<file path="src/design/prd_pkg.sv">
package prd_pkg;

	localparam int COORD_W   = 32;
	localparam int DIR_W     = 18;
	localparam int DIFF_W    = COORD_W + 1;
	localparam int PROD1_W   = DIFF_W + DIR_W;
	localparam int DOT_W     = PROD1_W + 2;
	localparam int FRAC_BITS = 16;
	// A rounded ray parameter stays below 3 * 2^33.
	localparam int T_W       = 35;
	localparam int PROD2_W   = T_W + 1 + DIR_W + 1;
	localparam int STEP_W    = PROD2_W - FRAC_BITS;
	localparam int CSUM_W    = STEP_W + 1;
	localparam int SQ_W      = 64;
	localparam int ROOT_W    = SQ_W / 2;
	localparam int RAY_W     = 33;

	localparam int S_DATA_W  = 248;
	localparam int M_DATA_W  = 200;
	localparam int P_OFS     = 0;
	localparam int O_OFS     = 3 * COORD_W;
	localparam int D_OFS     = 6 * COORD_W;

	localparam logic [RAY_W-1:0] T_MAX = '1;

	typedef logic signed [COORD_W-1:0] coord_t;
	typedef logic signed [DIR_W-1:0] dir_t;

	typedef struct packed {
		logic               want_root;
		logic [SQ_W-1:0]    sq;
		logic [RAY_W-1:0]   ray_param;
		coord_t             cx;
		coord_t             cy;
		coord_t             cz;
	} side_t;

endpackage

</file>
<file path="src/design/prd_isqrt.sv">
module prd_isqrt #(
	parameter int STEPS = 4
) (
	input  logic                         clk,
	input  logic                         arst_n,
	input  logic                         en,
	input  logic                         in_valid,
	input  logic [prd_pkg::SQ_W-1:0]     in_x,
	input  prd_pkg::side_t               in_side,
	output logic                         out_valid,
	output logic [prd_pkg::ROOT_W-1:0]   out_root,
	output prd_pkg::side_t               out_side
);

	localparam int STAGES = prd_pkg::ROOT_W / STEPS;
	localparam int RW     = prd_pkg::ROOT_W + 3;

	logic                         vld_s  [STAGES];
	logic [RW-1:0]                rem_s  [STAGES];
	logic [prd_pkg::ROOT_W-1:0]   root_s [STAGES];
	logic [prd_pkg::SQ_W-1:0]     x_s    [STAGES];
	prd_pkg::side_t               side_s [STAGES];

	genvar k;
	generate
		for (k = 0; k < STAGES; k++) begin : g_stage
			logic                         vld_in;
			logic [RW-1:0]                rem_in;
			logic [prd_pkg::ROOT_W-1:0]   root_in;
			logic [prd_pkg::SQ_W-1:0]     x_in;
			prd_pkg::side_t               side_in;
			logic [RW-1:0]                rem_nx;
			logic [prd_pkg::ROOT_W-1:0]   root_nx;
			logic [prd_pkg::SQ_W-1:0]     x_nx;
			logic [RW-1:0]                trial;

			if (k == 0) begin : g_first
				assign vld_in  = in_valid;
				assign rem_in  = '0;
				assign root_in = '0;
				assign x_in    = in_x;
				assign side_in = in_side;
			end else begin : g_next
				assign vld_in  = vld_s[k-1];
				assign rem_in  = rem_s[k-1];
				assign root_in = root_s[k-1];
				assign x_in    = x_s[k-1];
				assign side_in = side_s[k-1];
			end

			// Restoring square root, two radicand bits per step.
			always_comb begin
				rem_nx  = rem_in;
				root_nx = root_in;
				x_nx    = x_in;
				trial   = '0;
				for (int j = 0; j < STEPS; j++) begin
					rem_nx = {rem_nx[RW-3:0], x_nx[prd_pkg::SQ_W-1 -: 2]};
					x_nx   = {x_nx[prd_pkg::SQ_W-3:0], 2'b00};
					trial  = {1'b0, root_nx, 2'b01};
					if (rem_nx >= trial) begin
						rem_nx  = rem_nx - trial;
						root_nx = {root_nx[prd_pkg::ROOT_W-2:0], 1'b1};
					end else begin
						root_nx = {root_nx[prd_pkg::ROOT_W-2:0], 1'b0};
					end
				end
			end

			always_ff @(posedge clk or negedge arst_n) begin
				if (!arst_n) begin
					vld_s[k] <= 1'b0;
				end else if (en) begin
					vld_s[k] <= vld_in;
				end
			end

			always_ff @(posedge clk) begin
				if (en) begin
					rem_s[k]  <= rem_nx;
					root_s[k] <= root_nx;
					x_s[k]    <= x_nx;
					side_s[k] <= side_in;
				end
			end
		end
	endgenerate

	assign out_valid = vld_s[STAGES-1];
	assign out_root  = root_s[STAGES-1];
	assign out_side  = side_s[STAGES-1];

endmodule

</file>
<file path="config.mk">
export PLATFORM = sky130hd
export DESIGN_NAME = prd_isqrt
export DESIGN_NICKNAME = d
export VERILOG_FILES = /design/src/design/prd_pkg.sv /design/src/design/prd_isqrt.sv
export SDC_FILE = /design/constraint.sdc
export NUM_CORES = 2
export LEC_CHECK = 0
export CAP_MARGIN = 10
export CORE_ASPECT_RATIO = 0.6
export CORE_MARGIN = 4
export CORE_UTILIZATION = 40
export DETAILED_ROUTE_END_ITERATION = 6
export DONT_BUFFER_PORTS = 1
export HOLD_SLACK_MARGIN = 0.03
export PLACE_DENSITY = 0.52
export SLEW_MARGIN = 5
export SYNTH_ARGS = -nofsm -noshare
export SYNTH_HDL_FRONTEND = slang
export SYNTH_SLANG_ARGS = --single-unit
</file>
<file path="constraint.sdc">
create_clock -name clk -period 33 [get_ports clk]
set_input_delay 0 -clock clk [delete_from_list [all_inputs] [get_ports clk]]
set_output_delay 0 -clock clk [all_outputs]
set_load 0.01 [all_outputs]
</file>
==> impl_results.md <==
- Number of design rule violations left after detail routing: 0
- Max Cap Viol: 0
- Pin count of the biggest net entering global routing: roughly 250
- Final critical-path required period: around 17 ns
- Part of the cycle the worst path needs: 52.4%
- Routability cong.: 0.979
- Class of the most critical setup path: flip-flop to flip-flop
- Slew Limit Headroom: -5.03%
- Fin. max-slew vios: 65
- Via-per-instance ratio: about 5.6
- Cell leakage power: around 47 nW
- Top FF cell, synth: edfxtp_1
- Most Frequent Cell on Critical Path: o21ai_0
- Number of buffers inserted during clock tree synthesis: 209
- Library cells used by synthesis: 127
- Detail Placement HPWL: 252000 um
- Most common cell after layout, fill and taps aside: edfxtp_1
- Critical Path Sink Type: flip-flop
- Final clock skew: 0.121 ns
- Layout-stage area growth over the synthesis result: 14.9%
- Initial Util: 40.3%
- Commonest cells after routing, fill and taps aside: 2151 x edfxtp_1, 756 x a21oi_1, 692 x nor2_1, 653 x nand2_1, 560 x ha_1
- Critical-path cell with the highest stage delay: inv_1
- Routed wirelength normalized by instance count: between 20 and 25 um
- H-tree level count: 4
- Maximum clock path buffer count: 4
- Number of nets in the final layout: about 11000
- Sequential area share after synthesis: 58.5%
- Number of standard cells in the final layout excluding fillers: about 14000
- Area post-placement: ~120000 um2
- Mean cell area of the mapped netlist: between 10 and 15 um2
- Maximum clock frequency: slightly below 0.06 GHz
- Wire length of the first global-routing pass: 479000 um
- Initial antenna violation count: 8
- Length of the first detailed-routing pass in iterations: 6
- FF-to-FF Start: root_s[1][18]$_DFFE_PP_
- Placement row count: 149
- Via count: between 70000 and 80000
- Startpoint of the most critical hold path: in_x[56]
- Register bit count reported by yosys: about 2200
- Clock latency on the worst-skew pair: 0.89 ns
- Fraction of final layout cells sized beyond drive strength 1: around 6.6%
- Vertical extent of the die: around 420 um
- Class of the tightest hold or removal check: primary input to flip-flop
- Max rail drop VDD: 0.113 mV
- Setup repair after global routing missed its margin: no
- Ports: between 400 and 500
- Aggregate negative setup slack: 0 ns
- Critical path origin: root_s[1][18]$_DFFE_PP_
- Worst-Margin Slew: 1.58 ns
- TritonCTS clock tree: done
- Status: complete, but fails checks
- EDFF count, synth: between 2000 and 2500
- Post-Synthesis Cell Area: between 100000 and 150000 um2
- PD cells: around 110 nW/um2
- Placed cell count: about 13000
- Endpoints failing setup: 0
- Fraction of synthesis flops using an asynchronous set or reset pin: less than 1%
- Post-detailed-routing wire length: between 300000 and 400000 um
- Kind of start point of the critical path: flip-flop
- Instance count of the mapped netlist: between 9000 and 10000
- Root Buffer: clkbuf_16
- CTS clk-pin slew, worst paths: roughly 0.06 ns
- Die area: roughly 290000 um2
- Port buffer count: 0
- Synthesis warning total: 0
- Data arrival time of the critical path: roughly 18 ns
- Die width: a little under 700 um
- Number of antenna-violating nets in the routed design: 0
- Worst setup slack after placement: around 17 ns
- Count of clock tree sinks: about 2200
- Worst path setup slack after routing: ~16 ns
- Vias in the first global route: between 70000 and 80000
- Largest fanout on the critical path: between 40 and 50
- CP required: around 34 ns
- Overflow left after global routing: 0
- Delay contributed by the slowest stage of the critical path: around 0.75 ns
- Final hold violation count: 0
- Core area: around 280000 um2
- Total routing usage reported by global routing: 22.3%
- DRC violation total after the first TritonRoute iteration: a little under 9000
- Violated checks: max-slew violations
- Final standard cell area without fillers: approximately 130000 um2
layer usage:
metal	part of all wire, %	global-route usage [%]	vias to the layer above	routed length [um]
li1	-	-	36100	-
met2	36	26.8	2891	117000
met3	11	8.22	279	36900
met4	1.7	3.92	0	5710
met5	0	0.100	-	0
met1	51	36.9	37700	170000
where the power goes:
group / total (mW) / leakage (nW) / switching, mW / internal, mW
registers: 3.70 / 21.0 / 0.224 / 3.48
logic: 7.67 / 23.1 / 4.80 / 2.88
clock network: 2.43 / 3.33 / 1.04 / 1.39
kinds of logic (layout without fill, tap and decap cells):
family / count (synthesis) / after routing / synth area share [%]
compound gates: 2346 / 2346 / 13.7
xor+xnor: 714 / 714 / 5.64
fa+ha+maj: 560 / 560 / 6.32
buf+inv: 603 / 1338 / 2.15
flops: 2159 / 2159 / 58.5
mux: 148 / 148 / 1.49
other cells: 1 / 14 / 0.00338
simple gates: 2668 / 2668 / 12.2
worst paths after layout:
path	endpoint	slack, ns	cells past startpoint
worst min register to register	side_s[1][390]$_DFFE_PP_	0.34	0
worst min-delay path	rem_s[0][0]$_DFFE_PP_	0.11	3
worst max-delay path	rem_s[5][25]$_DFFE_PP_	15.71	57
min in group asynchronous	g_stage[7].vld_in$_DFFE_PN0P_	0.56	3
max in group asynchronous	g_stage[2].vld_in$_DFFE_PN0P_	32.11	3
worst max register to register	rem_s[5][25]$_DFFE_PP_	15.71	57
cell usage after synthesis (all sizes together) (29+ instances only):
cell type / n / area (um2)
a2111oi: 34 / 373
inv: 370 / 1390
xnor2: 470 / 4120
nand3b: 29 / 218
nor3b: 37 / 288
nor2b: 94 / 588
edfxtp: 2151 / 64600
a21oi: 756 / 3780
nand2: 655 / 2470
mux2: 113 / 1280
nand2b: 113 / 707
nand4: 136 / 851
nand3: 195 / 998
a21o: 324 / 2430
ha: 560 / 7010
and3: 97 / 607
a31oi: 78 / 494
and2: 67 / 422
o21bai: 85 / 638
buf: 66 / 363
a21boi: 31 / 240
nor4: 83 / 636
mux2i: 35 / 363
xor2: 244 / 2140
or4: 37 / 293
o31ai: 64 / 490
o211ai: 53 / 413
a211oi: 67 / 523
clkbuf: 163 / 616
o21ai: 450 / 2260
or3: 92 / 576
nor2: 695 / 2620
o21a: 101 / 758
or2: 48 / 300
nor3: 190 / 987
sequential cells by signal (all words and copies together) (netlist names):
name            cells
side_s           1552
rem_s             231
x_s               224
root_s            144
g_stage.vld_in      7
out_valid           1
final cells by class:
type	count	area [um2]
Antenna cell	10	25.0
Clock buffer	247	5460
Fill cell	24900	148000
Inverter	374	1400
Tap cell	3699	4630
Sequential cell	2159	64800
Timing Repair Buffer	591	5950
Clock inverter	126	1420
Multi-Input combinational cell	6440	43600
repair_timing:
action	in CTS	in global routing
setup buffers	0	0
resized for setup	0	0
hold buffers	519	0
hold endpoints to repair	899	0
critical path, delay by kind of cell, from the launching register on:
family	cells	cell delay, ns
xor+xnor	2	0.34
fa+ha+maj	4	1.54
compound gates	22	5.95
flops	1	0.41
buf+inv	8	3.01
simple gates	21	5.56
metrics by stage:
stage	hold WS, ns	util [%]	power, mW
after global routing	0.0734	46.3	14.7
after global placement	-0.295	41.8	11.1
final	0.110	46.3	13.8
after detailed placement	-0.295	41.8	11.1
after floorplan	-0.296	-	8.84
after CTS	0.0311	46.2	13.6
(Power assumes the default switching activity.)
